===== src/hw/rtl/fmc_pkg.sv =====
// ----------------------------------------------------------------------------
// fmc_pkg: shared types and constants for the framed message checker
// Register reset values, verdict codes, config and result structures.
// ----------------------------------------------------------------------------
package fmc_pkg;

    // Configuration register indexes
    localparam logic [1:0] CFG_HEADER_FIRST  = 2'd0;
    localparam logic [1:0] CFG_HEADER_SECOND = 2'd1;
    localparam logic [1:0] CFG_TAIL_FIRST    = 2'd2;
    localparam logic [1:0] CFG_TAIL_SECOND   = 2'd3;

    // Register reset values
    localparam logic [7:0] HEADER_FIRST_RST  = 8'hAA;
    localparam logic [7:0] HEADER_SECOND_RST = 8'h55;
    localparam logic [7:0] TAIL_FIRST_RST    = 8'h0D;
    localparam logic [7:0] TAIL_SECOND_RST   = 8'h0A;

    // Frame geometry
    localparam int         POS_W          = 9;
    localparam logic [8:0] POS_MAX        = 9'd511;
    localparam logic [9:0] FRAME_OVERHEAD = 10'd8;

    // Verdict codes
    localparam logic [2:0] VERDICT_OK       = 3'd0;
    localparam logic [2:0] VERDICT_HEADER   = 3'd1;
    localparam logic [2:0] VERDICT_LENGTH   = 3'd2;
    localparam logic [2:0] VERDICT_CHECKSUM = 3'd3;
    localparam logic [2:0] VERDICT_TAIL     = 3'd4;

    // Result kinds
    localparam logic KIND_PAYLOAD = 1'b0;
    localparam logic KIND_VERDICT = 1'b1;

    // Output data width: 67 bits of fields padded to whole bytes
    localparam int OUT_DATA_W = 72;

    typedef struct packed {
        logic [7:0] header_first;
        logic [7:0] header_second;
        logic [7:0] tail_first;
        logic [7:0] tail_second;
    } cfg_t;

    typedef struct packed {
        logic        item_kind;
        logic [7:0]  payload_byte;
        logic [7:0]  payload_index;
        logic [7:0]  msg_type;
        logic [7:0]  frame_length;
        logic [2:0]  verdict;
        logic [15:0] received_sum;
        logic [15:0] computed_sum;
    } result_t;

endpackage


===== src/hw/rtl/fmc_frame_core.sv =====
// ----------------------------------------------------------------------------
// fmc_frame_core: per-byte frame tracking and verdict logic
// Holds the frame state, classifies each byte by position and builds the
// result (payload pass-through or end-of-buffer verdict) in one pass.
// ----------------------------------------------------------------------------
module fmc_frame_core
    import fmc_pkg::*;
(
    input  logic       clk,
    input  logic       rst_n,
    input  cfg_t       cfg,
    input  logic       step,        // process the byte below this cycle
    input  logic [7:0] rx_byte,
    input  logic       end_of_buffer,
    output logic       has_result,
    output result_t    result
);

    logic [POS_W-1:0] pos_reg,         pos_next;
    logic [7:0]       type_reg,        type_next;
    logic [7:0]       length_reg,      length_next;
    logic [15:0]      sum_running_reg, sum_running_next;
    logic [15:0]      sum_carried_reg, sum_carried_next;
    logic             header_bad_reg,  header_bad_next;
    logic             tail_bad_reg,    tail_bad_next;

    logic [POS_W-1:0] off;
    logic [POS_W-1:0] len_ext;
    logic             is_payload;
    logic [9:0]       count;
    logic [9:0]       expected_count;
    logic [2:0]       verdict;

    assign off     = pos_reg - POS_W'(4);
    assign len_ext = {1'b0, length_reg};

    // Classify the byte and update the frame state
    always_comb
    begin
        type_next        = type_reg;
        length_next      = length_reg;
        sum_running_next = sum_running_reg;
        sum_carried_next = sum_carried_reg;
        header_bad_next  = header_bad_reg;
        tail_bad_next    = tail_bad_reg;
        is_payload       = 1'b0;

        case (pos_reg)
            9'd0:
            begin
                if (rx_byte != cfg.header_first)
                    header_bad_next = 1'b1;
            end
            9'd1:
            begin
                if (rx_byte != cfg.header_second)
                    header_bad_next = 1'b1;
            end
            9'd2:
            begin
                type_next        = rx_byte;
                sum_running_next = sum_running_reg + {8'd0, rx_byte};
            end
            9'd3:
            begin
                length_next      = rx_byte;
                sum_running_next = sum_running_reg + {8'd0, rx_byte};
            end
            default:
            begin
                if (off < len_ext)
                begin
                    sum_running_next = sum_running_reg + {8'd0, rx_byte};
                    is_payload       = 1'b1;
                end
                else if (off == len_ext || off == len_ext + 9'd1)
                begin
                    sum_carried_next = {sum_carried_reg[7:0], rx_byte};
                end
                else if (off == len_ext + 9'd2)
                begin
                    if (rx_byte != cfg.tail_first)
                        tail_bad_next = 1'b1;
                end
                else if (off == len_ext + 9'd3)
                begin
                    if (rx_byte != cfg.tail_second)
                        tail_bad_next = 1'b1;
                end
            end
        endcase
    end

    // Verdict on the updated state, in check order
    assign count          = {1'b0, pos_reg} + 10'd1;
    assign expected_count = {2'b00, length_next} + FRAME_OVERHEAD;

    always_comb
    begin
        if (header_bad_next || pos_reg == '0)
            verdict = VERDICT_HEADER;
        else if (count != expected_count)
            verdict = VERDICT_LENGTH;
        else if (sum_carried_next != sum_running_next)
            verdict = VERDICT_CHECKSUM;
        else if (tail_bad_next)
            verdict = VERDICT_TAIL;
        else
            verdict = VERDICT_OK;
    end

    // Result build
    always_comb
    begin
        result.msg_type     = type_next;
        result.frame_length = length_next;
        if (end_of_buffer)
        begin
            has_result            = 1'b1;
            result.item_kind      = KIND_VERDICT;
            result.payload_byte   = 8'd0;
            result.payload_index  = 8'd0;
            result.verdict        = verdict;
            result.received_sum   = sum_carried_next;
            result.computed_sum   = sum_running_next;
        end
        else
        begin
            has_result            = is_payload;
            result.item_kind      = KIND_PAYLOAD;
            result.payload_byte   = rx_byte;
            result.payload_index  = off[7:0];
            result.verdict        = VERDICT_OK;
            result.received_sum   = 16'd0;
            result.computed_sum   = 16'd0;
        end
    end

    // Byte counter saturates; a verdict returns the frame to its start
    assign pos_next = (pos_reg == POS_MAX) ? pos_reg : pos_reg + POS_W'(1);

    always_ff @(posedge clk or negedge rst_n)
    begin
        if (!rst_n)
        begin
            pos_reg         <= '0;
            type_reg        <= '0;
            length_reg      <= '0;
            sum_running_reg <= '0;
            sum_carried_reg <= '0;
            header_bad_reg  <= 1'b0;
            tail_bad_reg    <= 1'b0;
        end
        else if (step)
        begin
            if (end_of_buffer)
            begin
                pos_reg         <= '0;
                type_reg        <= '0;
                length_reg      <= '0;
                sum_running_reg <= '0;
                sum_carried_reg <= '0;
                header_bad_reg  <= 1'b0;
                tail_bad_reg    <= 1'b0;
            end
            else
            begin
                pos_reg         <= pos_next;
                type_reg        <= type_next;
                length_reg      <= length_next;
                sum_running_reg <= sum_running_next;
                sum_carried_reg <= sum_carried_next;
                header_bad_reg  <= header_bad_next;
                tail_bad_reg    <= tail_bad_next;
            end
        end
    end

endmodule

===== config.mk =====
export PLATFORM = sky130hd
export DESIGN_NAME = fmc_frame_core
export DESIGN_NICKNAME = d
export VERILOG_FILES = /design/src/hw/rtl/fmc_pkg.sv /design/src/hw/rtl/fmc_frame_core.sv
export SDC_FILE = /design/constraint.sdc
export NUM_CORES = 1
export LEC_CHECK = 0
export BUFFER_PORTS_ARGS = -buffer_cell sky130_fd_sc_hd__buf_2
export CAP_MARGIN = 20
export CORE_ASPECT_RATIO = 0.5
export CORE_UTILIZATION = 58
export CTS_CLUSTER_DIAMETER = 80
export CTS_CLUSTER_SIZE = 14
export DETAILED_ROUTE_END_ITERATION = 8
export GPL_TIMING_DRIVEN = 0
export PLACE_DENSITY_LB_ADDON = 0.3
export SLEW_MARGIN = 5
export SYNTH_ARGS = -nofsm -noshare
export SYNTH_HDL_FRONTEND = slang
export SYNTH_SLANG_ARGS = --single-unit

===== constraint.sdc =====
create_clock -name clk -period 6.3 [get_ports clk]
set_input_delay 0.315 -clock clk [delete_from_list [all_inputs] [get_ports clk]]
set_output_delay 0.315 -clock clk [all_outputs]
set_load 0.02 [all_outputs]

# [Word-level counts from Yosys, hierarchy flattened]
# Index checks and enable logic that the tools add are counted.
[classes] addsub=8 order_cmp=1 n_eq_ne=15 muxes=34 n_reduce_logical=7
[op_table] op="$mux W16" count=6
[op_table] op="$mux W35" count=1
[op_table] op="$mux W8" count=4
[op_table] op="$ne A8 B8 Y1" count=4
[op_table] op="$pmux W16 S2" count=1
[op_table] op="$eq A9 B9 Y1" count=3
[op_table] op="$add A8 B2 Y9 const B" count=2
[op_table] op="$eq A9 B2 Y1 const B" count=2
[op_table] op="$mux W9" count=2
[op_table] op="$mux W17" count=1
[op_table] op="$add A16 B8 Y16" count=1
[op_table] op="$ne A16 B16 Y1" count=1
[op_table] op="$mux W1" count=14
[op_table] op="$mux W3" count=4
[op_table] op="$add A9 B1 Y10 const B" count=1
[op_table] op="$ne A10 B9 Y1" count=1
[op_table] op="$add A8 B1 Y9 const B" count=1
[op_table] op="$add A8 B4 Y9 const B" count=1
[op_table] op="$add A9 B1 Y9 const B" count=1
[op_table] op="$eq A9 B1 Y1 const B" count=1
[op_table] op="$eq A9 B8 Y1" count=1
[op_table] op="$eq A9 B9 Y1 const B" count=1
[op_table] op="$logic_not A9 Y1" count=1
[op_table] op="$lt A9 B8 Y1" count=1
[op_table] op="7 further kinds" count=9
[word_totals] reg_bits=59 in_bits=44 out_inout_bits=69

# [Depth between registers and ports, before layout]
# Gate-level depths: netlist (run 1).
[depth] ltp_word=12 mapped_depth=18

# [Worst setup path before layout (run 1)]
# Ideal clock, no wire load.
[synth_path] path_type="register to output" startpoint="reg pos_reg[2]" endpoint="out result[34] (netlist bit)" arrival_ns=4.671 t_required_ns=5.985 path_slack_ns=1.314 path_stages_with_launch=16 n_path_buf=1 path_cell_list="dfrtp_1 > clkbuf_1 > inv_1 > ha_1 > nor3b_1 > xor2_2 > ha_1 > a22oi_1 > o211ai_1 > o211ai_1 > nand2_1 > or4_1 > a211o_2 > o2111a_1 > or4_1 > nor4_2"
[synth_rtl] element="start: declaration" line_no="fmc_frame_core.sv:19" source="logic [POS_W-1:0] pos_reg, pos_next;"
[synth_rtl] element="start signal: assignment" line_no="fmc_frame_core.sv:168" source="pos_reg <= pos_next;"
[synth_rtl] element="end: declaration" line_no="fmc_frame_core.sv:16" source="output result_t result"

==> flow_summary.rst, run 1 <==
.. list-table::
   :header-rows: 1

   * - Metric
     - Value
   * - Fill cell count
     - 826
   * - Cell with the largest stage delay on the worst path
     - sky130_fd_sc_hd__or4_1
   * - Met2 Resource Use GR
     - 0.582
   * - Worst VDD drop
     - 0.153 mV
   * - Number of non-filler instances in the completed layout
     - 1000
   * - Compound-cell area share of the yosys netlist
     - 0.247
   * - Post-Syn Nets
     - 803
   * - Final hold violations
     - 0
   * - Yosys warnings
     - 0
   * - Class of the tightest hold or removal check
     - input port to async pin
   * - Worst hold slack
     - 0.0652 ns
   * - Setup clock skew after layout
     - 0.00544 ns
   * - Area fraction of the dominant cell type after synthesis
     - 0.242
   * - Global-route track usage on met1
     - 0.534
   * - Proportion of power drawn by combinational gates
     - 0.412
   * - Setup crit start kind
     - flop
   * - Portion of netlist area occupied by mux cells
     - 0.0613
   * - Max-slew violation total from the final report
     - 0
   * - Synth cell types
     - 93
   * - WL final
     - 21300 µm
   * - Pint
     - 0.00101 W
   * - Global-route congestion overflow total
     - 0
   * - Via-to-Cell Ratio
     - 6.51
   * - Clock share of power
     - 0.333
   * - Part of the power in registers
     - 0.255
   * - Die width
     - 147 µm
   * - Post-Synth XOR/XNOR Area
     - 0.115
   * - Most instantiated flip-flop cell in the synthesis netlist
     - sky130_fd_sc_hd__dfrtp_1
   * - Adder-cell area share of the yosys netlist
     - 0.0628
   * - Largest area contributor in the synthesized netlist
     - sky130_fd_sc_hd__dfrtp_1
   * - Core box area
     - 10200 µm²
   * - Cell Chain, Critical Path
     - clkbuf_2 -> inv_1 -> ha_1 -> nor3b_1 -> xor2_2 -> ha_1 -> a22oi_1 -> o211ai_1 -> o211ai_1 -> nand2_1 -> or4_1 -> a211o_2 -> o2111a_1 -> or4_1 -> nor3_2 -> a311oi_1 -> buf_2
   * - Data arrival time of the worst path
     - 5.67 ns
   * - Starting utilization of the core area
     - 0.597
   * - Clock tree from TritonCTS
     - done
   * - Half-perimeter wire length after placement
     - 15800 µm
   * - Iter 0 DRT Violations
     - 598
   * - Max stage delay on crit path
     - 0.66 ns
   * - Overall power of the completed layout
     - 0.00168 W
   * - Max clock buf depth
     - 2
   * - Max Clock Freq
     - 0.167 GHz
   * - Number of enable flip-flop cells after synthesis
     - 0
   * - Post-route setup TNS
     - 0 ns
   * - Cell family with most CP delay
     - simple AND/OR/NAND/NOR gates
   * - #FFs+latches synth
     - 59
   * - Sw Ratio
     - 0.399
   * - Max_slew headroom
     - 0.384
   * - Data required time at the worst endpoint
     - 5.98 ns
   * - Number of placement rows
     - 26
   * - First-pass GRT wire length
     - 31500 µm
   * - Leading cell types by total area after synthesis
     - sky130_fd_sc_hd__dfrtp_1 24%, sky130_fd_sc_hd__xnor2_1 7.5%, sky130_fd_sc_hd__ha_1 5.9%
   * - Fraction of layout instances using a drive strength above 1
     - 0.209
   * - DR DRC count
     - 0
   * - Number of cells on the worst reg-to-reg path
     - 15
   * - Most used standard cell by instance count after synthesis
     - sky130_fd_sc_hd__nor2_1
   * - Crit Path Class
     - flop to output pin
   * - Fraction of registers with async set/reset
     - 1.00
   * - Antenna diode count
     - 0
   * - Remaining number of nets flagged by the antenna check after routing
     - 0
   * - WP buf/inv
     - 3
   * - Final estimated routing congestion in global placement
     - 0.955
   * - Result of the run
     - finished, final reports clean
   * - Number of H-tree levels
     - 3
   * - Switching pwr
     - 0.000671 W
   * - Pin count of the biggest net entering global routing
     - 60
   * - Clock root buffer master
     - sky130_fd_sc_hd__clkbuf_16
   * - Source-to-sink clock delay at the later pin of the worst-skew pair
     - 0.34 ns
   * - Instance count after placement with tap cells included
     - 981
   * - R2r startpoint
     - pos_reg[2]$_DFFE_PN0P_
   * - Total Die Area
     - 11000 µm²
   * - Maximum fanout count along the critical path
     - 10
   * - Shortest clock period the worst path allows after layout
     - 5.98 ns
   * - Total clock buffers created by CTS
     - 9
   * - DR vias
     - 6508
   * - Clock-pin transition on the worst setup and hold timing paths
     - 0.06 ns
   * - Area overhead of the layout relative to synthesis
     - 18.1%
   * - Fraction of the cycle the final worst path needs
     - 0.950
   * - NumNets Final
     - 929
   * - Die Y-Extent
     - 74.5 µm
   * - Reported leakage power
     - 3.40 nW
   * - Combinational family with the most area after synthesis
     - compound AO/OA/AOI/OAI gates
   * - List of most frequent post-synthesis cells
     - 71 x sky130_fd_sc_hd__nor2_1, 63 x sky130_fd_sc_hd__nand2_1, 59 x sky130_fd_sc_hd__dfrtp_1
   * - Synth Instances
     - 729
   * - Antenna violations before repair
     - 0
   * - Count of input and output buffers
     - 112
   * - Post-Synth Simple-Gate Area
     - 0.201
   * - Final core area utilization
     - 0.705
   * - GRT Util Overall
     - 0.382
   * - Post-synth design cell area
     - 6100 µm²
   * - Worst flop-to-flop path endpoint
     - sum_carried_reg[8]$_DFFE_PN0P_
   * - First-pass iteration count of the detailed router
     - 5
   * - Number of global-route vias before repair
     - 5739
   * - Routed length per placed instance
     - 21.3 µm
   * - Share of the yosys chip area belonging to registers
     - 0.242
   * - Most Used Layer, Global Route
     - met2
   * - CTS Sinks
     - 59
   * - Pwr/cell area
     - 233 nW/µm²
   * - Flop2flop setup slack
     - 1.43 ns
   * - Transition time at the pin with the least slew margin
     - 0.923 ns
   * - Unrepaired setup endpoints after global routing
     - no
   * - Max-cap violation count
     - 0
   * - GRT met3 Usage
     - 0.0908
   * - I/O Pins
     - 113
   * - Avg Inst Size Synth
     - 8.37 µm²
   * - Sort of element at the end of the critical path
     - output pin
   * - Count of endpoints failing setup in the final report
     - 0
## cell type report
type / instances / area, µm² / area share
Clock inverter: 7 / 100 / 0.0139
Multi-Input combinational cell: 589 / 4210 / 0.584
Timing Repair Buffer: 115 / 586 / 0.0813
Inverter: 36 / 136 / 0.0189
Sequential cell: 59 / 1480 / 0.205
Tap cell: 140 / 175 / 0.0243
Buffer: 45 / 295 / 0.0410
Clock buffer: 9 / 225 / 0.0313
## per-stage QoR
stage	worst slack, ns	area [µm²]
2_1_floorplan	1.31	6100
3_3_place_gp	0.619	6840
3_5_place_dp	0.504	6840
4_1_cts	0.134	7160
5_1_grt	0.119	7210
6_report	0.317	7210
## timing repair
item	CTS	global route
setup buffers	0	3
hold buffers	0	0
gates resized for setup	0	5
endpoints found under the setup margin	0	3
## metal layers
metal | wire length (µm) | share of wire
met5 | 0 | 0
met3 | 2420 | 0.11
met2 | 9210 | 0.43
met4 | 508 | 0.024
met1 | 9140 | 0.43
## kinds of logic (layout without fill, tap and decap cells)
| family | Yosys count | in the layout |
|---|---|---|
| XOR/XNOR | 76 | 76 |
| AO/OA/AOI/OAI | 203 | 203 |
| adder cells (fa/ha/maj) | 30 | 30 |
| multiplexers | 36 | 36 |
| AND/OR/NAND/NOR | 244 | 244 |
| flip-flops | 59 | 59 |
| buffers and inverters | 81 | 212 |
## placed cells by master, fill, tap and decap left out, types with 7 or more instances in the layout
| cell type | count |
|---|---|
| sky130_fd_sc_hd__a22oi_1 | 11 |
| sky130_fd_sc_hd__nor2b_1 | 9 |
| sky130_fd_sc_hd__nor2_1 | 71 |
| sky130_fd_sc_hd__xor2_1 | 21 |
| sky130_fd_sc_hd__nand2_1 | 63 |
| sky130_fd_sc_hd__o211ai_1 | 8 |
| sky130_fd_sc_hd__xnor2_1 | 52 |
| sky130_fd_sc_hd__ha_1 | 29 |
| sky130_fd_sc_hd__clkbuf_1 | 30 |
| sky130_fd_sc_hd__a21oi_1 | 23 |
| sky130_fd_sc_hd__nand3_1 | 17 |
| sky130_fd_sc_hd__nand4_1 | 11 |
| sky130_fd_sc_hd__o21ai_0 | 34 |
| sky130_fd_sc_hd__mux2_2 | 8 |
| sky130_fd_sc_hd__dfrtp_1 | 59 |
| sky130_fd_sc_hd__inv_1 | 34 |
| sky130_fd_sc_hd__nor3_1 | 12 |
| sky130_fd_sc_hd__a22o_1 | 37 |
| sky130_fd_sc_hd__o22ai_1 | 11 |
| sky130_fd_sc_hd__or4_1 | 7 |
| sky130_fd_sc_hd__clkbuf_16 | 9 |
| sky130_fd_sc_hd__nor4_1 | 10 |
| sky130_fd_sc_hd__o31ai_1 | 11 |
| sky130_fd_sc_hd__mux2i_1 | 27 |
| sky130_fd_sc_hd__and2_1 | 10 |
| sky130_fd_sc_hd__buf_2 | 114 |
## worst max-delay path by stage
stage / start / to / slack [ns] / cells after the start
floorplan: pos_reg[2]$_DFFE_PN0P_ / result[34] / 1.31 / 15
detailed placement: pos_reg[2]$_DFFE_PN0P_ / result[34] / 0.50 / 17
global placement: pos_reg[2]$_DFFE_PN0P_ / result[34] / 0.62 / 17
global route: pos_reg[2]$_DFFE_PN0P_ / result[32] / 0.12 / 18
finish: pos_reg[2]$_DFFE_PN0P_ / result[32] / 0.32 / 17
CTS: pos_reg[2]$_DFFE_PN0P_ / result[34] / 0.13 / 17
## power groups by stage
stage	sequential [W]	combinational (W)	clock [W]
floorplan	0.000426	0.000476	0
global placement	0.000432	0.000647	0
detailed placement	0.000433	0.000661	0
CTS	0.000427	0.000667	0.000556
global route	0.000432	0.000739	0.000571
finish	0.000429	0.000693	0.000559
Note: power is estimated with default switching activity, not from simulation.
==> run 2, diff against run 1 <==
--- a/config.mk
+++ b/config.mk
@@ -8,7 +8,7 @@
 export BUFFER_PORTS_ARGS = -buffer_cell sky130_fd_sc_hd__buf_2
 export CAP_MARGIN = 20
 export CORE_ASPECT_RATIO = 0.5
-export CORE_UTILIZATION = 58
+export CORE_UTILIZATION = 50
 export CTS_CLUSTER_DIAMETER = 80
 export CTS_CLUSTER_SIZE = 14
 export DETAILED_ROUTE_END_ITERATION = 8
==> flow_summary.rst, run 2 (same netlist as run 1, synthesis figures left out) <==
.. list-table::
   :header-rows: 1

   * - Metric
     - Value
   * - Result of the run
     - finished, final reports clean (unchanged)
   * - Part of the power in registers
     - 0.255 (about the same)
   * - Max clock buf depth
     - 2 (unchanged)
   * - Clock root buffer master
     - sky130_fd_sc_hd__clkbuf_16 (unchanged)
   * - Routed length per placed instance
     - 21.2 µm (was 21.3 µm)
   * - Total area of multi-input combinational cells
     - 4230 µm² (was 4210 µm²)
   * - Switching pwr
     - 0.000677 W (was 0.000671 W)
   * - Most used cells in the layout excluding fill and tap cells
     - 114 x sky130_fd_sc_hd__buf_2, 71 x sky130_fd_sc_hd__nor2_1, 63 x sky130_fd_sc_hd__nand2_1, 59 x sky130_fd_sc_hd__dfrtp_1, 52 x sky130_fd_sc_hd__xnor2_1 (unchanged)
   * - Count of endpoints failing setup in the final report
     - 0 (unchanged)
   * - Starting utilization of the core area
     - 0.515 (was 0.597)
   * - Global-route congestion overflow total
     - 0 (unchanged)
   * - Clock-pin transition on the worst setup and hold timing paths
     - 0.06 ns (about the same)
   * - Post-route setup TNS
     - 0 ns (unchanged)
   * - GRT Util Overall
     - 0.351 (was 0.382)
   * - Sw Ratio
     - 0.401 (was 0.399)
   * - Cell with the largest stage delay on the worst path
     - sky130_fd_sc_hd__or4_1 (unchanged)
   * - Class of the tightest hold or removal check
     - input port to async pin (unchanged)
   * - First-pass iteration count of the detailed router
     - 5 (unchanged)
   * - Count of input and output buffers
     - 112 (unchanged)
   * - Final core area utilization
     - 0.612 (was 0.705)
   * - Remaining number of nets flagged by the antenna check after routing
     - 0 (unchanged)
   * - Met2 Resource Use GR
     - 0.536 (was 0.582)
   * - Die width
     - 158 µm (was 147 µm)
   * - DR DRC count
     - 0 (unchanged)
   * - Worst VDD drop
     - 0.132 mV (was 0.153 mV)
   * - Antenna diode count
     - 0 (unchanged)
   * - Setup crit start kind
     - flop (unchanged)
   * - DR vias
     - 6503 (was 6508)
   * - Core box area
     - 11800 µm² (was 10200 µm²)
   * - Max-slew violation total from the final report
     - 0 (unchanged)
   * - Most Used Layer, Global Route
     - met2 (unchanged)
   * - Pint
     - 0.00101 W (about the same)
   * - Number of placement rows
     - 28 (was 26)
   * - Fill cell count
     - 1074 (was 826)
   * - Data required time at the worst endpoint
     - 5.98 ns (about the same)
   * - Iter 0 DRT Violations
     - 791 (was 598)
   * - Die Y-Extent
     - 80.1 µm (was 74.5 µm)
   * - Antenna violations before repair
     - 0 (unchanged)
   * - Max stage delay on crit path
     - 0.66 ns (about the same)
   * - Fraction of layout instances using a drive strength above 1
     - 0.213 (was 0.209)
   * - Sort of element at the end of the critical path
     - output pin (unchanged)
   * - Pin count of the biggest net entering global routing
     - 60 (unchanged)
   * - Clock tree from TritonCTS
     - done (unchanged)
   * - WP buf/inv
     - 3 (unchanged)
   * - Cell Chain, Critical Path
     - clkbuf_2 -> inv_1 -> ha_1 -> nor3b_2 -> xor2_2 -> ha_1 -> a22oi_1 -> o211ai_1 -> o211ai_1 -> nand2_1 -> or4_1 -> a211o_2 -> o2111a_1 -> or4_1 -> nor3_2 -> a311oi_1 -> buf_2 (was clkbuf_2 -> inv_1 -> ha_1 -> nor3b_1 -> xor2_2 -> ha_1 -> a22oi_1 -> o211ai_1 -> o211ai_1 -> nand2_1 -> or4_1 -> a211o_2 -> o2111a_1 -> or4_1 -> nor3_2 -> a311oi_1 -> buf_2)
   * - Area overhead of the layout relative to synthesis
     - 18.8% (was 18.1%)
   * - Worst hold slack
     - 0.0672 ns (was 0.0652 ns)
   * - Reported leakage power
     - 3.40 nW (about the same)
   * - Setup clock skew after layout
     - 0.00714 ns (was 0.00544 ns)
   * - Cell family with most CP delay
     - simple AND/OR/NAND/NOR gates (unchanged)
   * - WL final
     - 21700 µm (was 21300 µm)
   * - Half-perimeter wire length after placement
     - 16200 µm (was 15800 µm)
   * - Unrepaired setup endpoints after global routing
     - no (unchanged)
   * - Fraction of the cycle the final worst path needs
     - 0.949 (was 0.950)
   * - Proportion of power drawn by combinational gates
     - 0.411 (was 0.412)
   * - Footprint of the flip-flops and latches
     - 1480 µm² (unchanged)
   * - Pwr/cell area
     - 233 nW/µm² (about the same)
   * - First-pass GRT wire length
     - 33100 µm (was 31500 µm)
   * - Number of H-tree levels
     - 3 (unchanged)
   * - Number of global-route vias before repair
     - 5935 (was 5739)
   * - Source-to-sink clock delay at the later pin of the worst-skew pair
     - 0.35 ns (was 0.34 ns)
   * - Via-to-Cell Ratio
     - 6.34 (was 6.51)
   * - Setup Slack @ Placement
     - 0.478 ns (was 0.504 ns)
   * - Data arrival time of the worst path
     - 5.66 ns (was 5.67 ns)
   * - Maximum fanout count along the critical path
     - 10 (unchanged)
   * - GRT met3 Usage
     - 0.0820 (was 0.0908)
   * - Global-route track usage on met1
     - 0.486 (was 0.534)
   * - Commonest non-fill, non-tap cell in the layout
     - sky130_fd_sc_hd__buf_2 (unchanged)
   * - I/O Pins
     - 113 (unchanged)
   * - Number of buffers added to fix hold violations after cts
     - 0 (unchanged)
   * - Overall power of the completed layout
     - 0.00169 W (was 0.00168 W)
   * - Transition time at the pin with the least slew margin
     - 0.947 ns (was 0.923 ns)
   * - Max Clock Freq
     - 0.167 GHz (about the same)
   * - Shortest clock period the worst path allows after layout
     - 5.98 ns (about the same)
   * - Worst setup slack after layout
     - 0.324 ns (was 0.317 ns)
   * - Max_slew headroom
     - 0.360 (was 0.384)
   * - CTS Sinks
     - 59 (unchanged)
   * - Clock share of power
     - 0.334 (was 0.333)
   * - Total clock buffers created by CTS
     - 9 (unchanged)
   * - NumNets Final
     - 929 (unchanged)
   * - Final hold violations
     - 0 (unchanged)
   * - Final estimated routing congestion in global placement
     - 0.987 (was 0.955)
   * - Max-cap violation count
     - 0 (unchanged)
   * - Crit Path Class
     - flop to output pin (unchanged)
   * - Total Die Area
     - 12700 µm² (was 11000 µm²)
==> run 2: worst register-to-register path, cell delays in order (launching register included) <==
cell,delay (ns)
sky130_fd_sc_hd__dfrtp_1,0.38
sky130_fd_sc_hd__clkbuf_2,0.22
sky130_fd_sc_hd__inv_1,0.18
sky130_fd_sc_hd__ha_1,0.36
sky130_fd_sc_hd__nor3b_2,0.31
sky130_fd_sc_hd__xor2_2,0.38
sky130_fd_sc_hd__ha_1,0.24
sky130_fd_sc_hd__o21ai_0,0.09
sky130_fd_sc_hd__a21oi_1,0.31
sky130_fd_sc_hd__o21a_1,0.34
sky130_fd_sc_hd__o221ai_1,0.22
sky130_fd_sc_hd__o31a_1,0.30
sky130_fd_sc_hd__buf_6,0.15
sky130_fd_sc_hd__buf_12,0.16
sky130_fd_sc_hd__buf_8,0.14
sky130_fd_sc_hd__nor2_1,0.43
sky130_fd_sc_hd__clkbuf_1,0.47
sky130_fd_sc_hd__a22o_1,0.24
==> run 2: power groups by stage <==
stage,logic (W),registers [W],clock network [W]
2_1_floorplan,0.000476,0.000426,0
3_3_place_gp,0.000649,0.000433,0
3_5_place_dp,0.000664,0.000434,0
4_1_cts,0.000669,0.000428,0.000560
5_1_grt,0.000747,0.000433,0.000579
6_report,0.000694,0.000430,0.000563
==> run 2: path summary, 6_finish.rpt <==
check                                                start                         endpoint  slack [ns]  cells past startpoint
max                                 pos_reg[2]$_DFFE_PN0P_                       result[32]        0.32                     17
max reg2reg                         pos_reg[2]$_DFFE_PN0P_  sum_carried_reg[11]$_DFFE_PN0P_        1.29                     17
min in group clk                                rx_byte[0]   sum_carried_reg[0]$_DFFE_PN0P_        0.43                      3
min                                                  rst_n          type_reg[3]$_DFFE_PN0P_        0.07                      1
min reg2reg                sum_carried_reg[12]$_DFFE_PN0P_  sum_carried_reg[12]$_DFFE_PN0P_        0.51                      1
max in group asynchronous                            rst_n        length_reg[4]$_DFFE_PN0P_        5.69                      1
==> run 2: cell type report <==
cell class / instances / area share
well taps: 165 / 0.0285
flip-flops and latches: 59 / 0.204
repair buffers: 115 / 0.0808
plain buffers: 45 / 0.0407
inverters: 36 / 0.0188
multi-input cells: 589 / 0.583
clock buffers: 9 / 0.0311
clock inverters: 7 / 0.0138
==> run 2: timing repair <==
action,4_1_cts,5_1_grt
setup buffers,0,3
endpoints found under the setup margin,0,3
gates resized for setup,0,8
==> run 2: routing by layer <==
layer | vias up | routed length [µm]
li1 | 2939 | -
met2 | 370 | 9800
met4 | 0 | 396
met5 | - | 0
met1 | 3158 | 9290
met3 | 36 | 2210
==> run 2: per-stage QoR <==
stage                     instance area [µm²]  instances
after floorplan                          6100        729
after CTS                                7200       1022
after global routing                     7250       1025
after detailed placement                 6870       1006
final                                    7250       1025
after global placement                   6870       1006
==> run 3, diff against run 2 <==
--- a/config.mk
+++ b/config.mk
@@ -8,6 +8,7 @@
 export BUFFER_PORTS_ARGS = -buffer_cell sky130_fd_sc_hd__buf_2
 export CAP_MARGIN = 20
 export CORE_ASPECT_RATIO = 0.5
+export CORE_MARGIN = 10
 export CORE_UTILIZATION = 50
 export CTS_CLUSTER_DIAMETER = 80
 export CTS_CLUSTER_SIZE = 14
@@ -18,3 +19,4 @@
 export SYNTH_ARGS = -nofsm -noshare
 export SYNTH_HDL_FRONTEND = slang
 export SYNTH_SLANG_ARGS = --single-unit
+export TNS_END_PERCENT = 10
==> constraint.sdc (replaced) <==
create_clock -name clk -period 6.6 [get_ports clk]
set_input_delay 0.33 -clock clk [delete_from_list [all_inputs] [get_ports clk]]
set_output_delay 0.33 -clock clk [all_outputs]
set_load 0.02 [all_outputs]
==> flow_summary.rst, run 3 (same netlist as run 1, synthesis figures left out) <==
.. list-table::
   :header-rows: 1

   * - Metric
     - Value
   * - Instance count after placement with tap cells included
     - 1006 (unchanged)
   * - Data required time at the worst endpoint
     - 6.27 ns (was 5.98 ns)
   * - Half-perimeter wire length after placement
     - 17200 µm (was 16200 µm)
   * - Setup crit start kind
     - flop (unchanged)
   * - Source-to-sink clock delay at the later pin of the worst-skew pair
     - 0.35 ns (about the same)
   * - Global-route congestion overflow total
     - 0 (unchanged)
   * - Result of the run
     - finished, final reports clean (unchanged)
   * - Overall power of the completed layout
     - 0.00158 W (was 0.00169 W)
   * - Most Used Layer, Global Route
     - met2 (unchanged)
   * - Die Y-Extent
     - 98.1 µm (was 80.1 µm)
   * - Count of endpoints failing setup in the final report
     - 0 (unchanged)
   * - First-pass GRT wire length
     - 34700 µm (was 33100 µm)
   * - Antenna diode count
     - 0 (unchanged)
   * - Sort of element at the end of the critical path
     - output pin (unchanged)
   * - Post-route setup TNS
     - 0 ns (unchanged)
   * - Global-route track usage on met1
     - 0.331 (was 0.486)
   * - Number of global-route vias before repair
     - 6078 (was 5935)
   * - Setup Slack @ Placement
     - 0.730 ns (was 0.478 ns)
   * - GRT Util Overall
     - 0.251 (was 0.351)
   * - Worst VDD drop
     - 0.128 mV (was 0.132 mV)
   * - Transition time at the pin with the least slew margin
     - 0.896 ns (was 0.947 ns)
   * - Crit Path Class
     - flop to output pin (unchanged)
   * - Number of non-filler instances in the completed layout
     - 1023 (was 1025)
   * - Worst hold slack
     - 0.0516 ns (was 0.0672 ns)
   * - Die width
     - 176 µm (was 158 µm)
   * - Max Clock Freq
     - 0.164 GHz
   * - Pwr/cell area
     - 219 nW/µm² (was 233 nW/µm²)
   * - Via-to-Cell Ratio
     - 6.26 (was 6.34)
   * - Core box area
     - 11900 µm² (was 11800 µm²)
   * - Number of H-tree levels
     - 3 (unchanged)
   * - Reported leakage power
     - 3.37 nW (was 3.40 nW)
   * - Remaining number of nets flagged by the antenna check after routing
     - 0 (unchanged)
   * - Setup clock skew after layout
     - 0.00697 ns (was 0.00714 ns)
   * - DR vias
     - 6400 (was 6503)
   * - Max-cap violation count
     - 0 (unchanged)
   * - Final hold violations
     - 0 (unchanged)
   * - Clock-pin transition on the worst setup and hold timing paths
     - 0.06 ns (about the same)
   * - Max stage delay on crit path
     - 0.59 ns (was 0.66 ns)
   * - Starting utilization of the core area
     - 0.514 (was 0.515)
   * - Final estimated routing congestion in global placement
     - 0.987 (about the same)
   * - NumNets Final
     - 927 (was 929)
   * - Number of placement rows
     - 28 (unchanged)
   * - Met2 Resource Use GR
     - 0.391 (was 0.536)
   * - Max_slew headroom
     - 0.395 (was 0.360)
   * - First-pass iteration count of the detailed router
     - 5 (unchanged)
   * - GRT met3 Usage
     - 0.0757 (was 0.0820)
   * - Count of input and output buffers
     - 112 (unchanged)
   * - Data arrival time of the worst path
     - 5.75 ns (was 5.66 ns)
   * - CTS Sinks
     - 59 (unchanged)
   * - Maximum fanout count along the critical path
     - 10 (unchanged)
   * - Number of buffers added to fix hold violations after cts
     - 0 (unchanged)
   * - Max clock buf depth
     - 2 (unchanged)
   * - Iter 0 DRT Violations
     - 708 (was 791)
   * - Antenna violations before repair
     - 0 (unchanged)
   * - Most used cells in the layout excluding fill and tap cells
     - 114 x sky130_fd_sc_hd__buf_2, 71 x sky130_fd_sc_hd__nor2_1, 63 x sky130_fd_sc_hd__nand2_1, 59 x sky130_fd_sc_hd__dfrtp_1, 52 x sky130_fd_sc_hd__xnor2_1 (unchanged)
   * - Clock tree from TritonCTS
     - done (unchanged)
   * - Routed length per placed instance
     - 22.1 µm (was 21.2 µm)
   * - WL final
     - 22600 µm (was 21700 µm)
   * - Fraction of layout instances using a drive strength above 1
     - 0.206 (was 0.213)
   * - Area overhead of the layout relative to synthesis
     - 18.0% (was 18.8%)
   * - Pin count of the biggest net entering global routing
     - 60 (unchanged)
   * - Fraction of the cycle the final worst path needs
     - 0.921
   * - Shortest clock period the worst path allows after layout
     - 6.08 ns
   * - Total clock buffers created by CTS
     - 9 (unchanged)
   * - I/O Pins
     - 113 (unchanged)
   * - DR DRC count
     - 0 (unchanged)
   * - Total Die Area
     - 17300 µm² (was 12700 µm²)
   * - Clock root buffer master
     - sky130_fd_sc_hd__clkbuf_16 (unchanged)
   * - Cell Chain, Critical Path
     - clkbuf_1 -> inv_1 -> ha_1 -> xnor2_1 -> inv_1 -> ha_1 -> a22oi_1 -> o211ai_1 -> o21ai_1 -> a21oi_1 -> or4_1 -> mux2i_1 -> xor2_1 -> nor3_1 -> and4b_1 -> a311oi_1 -> buf_2 (was clkbuf_2 -> inv_1 -> ha_1 -> nor3b_2 -> xor2_2 -> ha_1 -> a22oi_1 -> o211ai_1 -> o211ai_1 -> nand2_1 -> or4_1 -> a211o_2 -> o2111a_1 -> or4_1 -> nor3_2 -> a311oi_1 -> buf_2)
   * - Unrepaired setup endpoints after global routing
     - no (unchanged)
   * - Max-slew violation total from the final report
     - 0 (unchanged)
   * - Cell with the largest stage delay on the worst path
     - sky130_fd_sc_hd__or4_1 (unchanged)
   * - Class of the tightest hold or removal check
     - input port to async pin (unchanged)
   * - Worst setup slack after layout
     - 0.518 ns (was 0.324 ns)
   * - Commonest non-fill, non-tap cell in the layout
     - sky130_fd_sc_hd__buf_2 (unchanged)
## run 3: final cells by class
cell class | count | area (µm²)
tap | 165 | 206
buffer | 45 | 294
inverter | 36 | 136
timing repair buffer | 113 | 571
fill | 1053 | 4680
clock inverter | 7 | 76.3
sequential | 59 | 1480
multi-input combinational | 589 | 4210
clock buffer | 9 | 225
## run 3: critical path, delay by kind of cell (launching register included)
family	cells	cell delay, ns
fa+ha+maj	2	0.71
compound gates	5	1.50
xor+xnor	2	0.62
flops	1	0.35
simple gates	3	0.87
buf+inv	4	0.98
mux	1	0.36
## run 3: path summary, 6_finish.rpt
path,start,endpoint,slack [ns],cells after the start
setup reg to reg,pos_reg[2]$_DFFE_PN0P_,sum_carried_reg[15]$_DFFE_PN0P_,1.58,17
max in group asynchronous,rst_n,sum_carried_reg[10]$_DFFE_PN0P_,5.97,1
min in group clk,rx_byte[0],sum_carried_reg[0]$_DFFE_PN0P_,0.42,3
setup / recovery,pos_reg[2]$_DFFE_PN0P_,result[32],0.52,17
hold / removal,rst_n,length_reg[7]$_DFFE_PN0P_,0.05,1
hold reg to reg,type_reg[5]$_DFFE_PN0P_,type_reg[5]$_DFFE_PN0P_,0.51,1
## run 3: timing repair
action                     CTS  global route
gates resized for setup      0             3
setup endpoints to repair    0             1
setup buffers                0             1
## run 3: per-stage QoR
stage | util | cell area [µm²]
final | 0.606 | 7200
after global routing | 0.606 | 7200
after CTS | 0.604 | 7170
after detailed placement | 0.578 | 6870
after global placement | 0.578 | 6870
after floorplan | - | 6100
## run 3: per-layer routing
layer | wire (µm) | up-vias
met5 | 0 | -
met4 | 392 | 0
met3 | 2160 | 35
met2 | 10300 | 321
met1 | 9730 | 3110
li1 | - | 2934
## run 3: report_power, final
group / total [W] / internal [W] / switching [W]
sequential: 0.000409 / 0.000384 / 0.0000253
clock: 0.000505 / 0.000295 / 0.000210
combinational: 0.000661 / 0.000245 / 0.000416
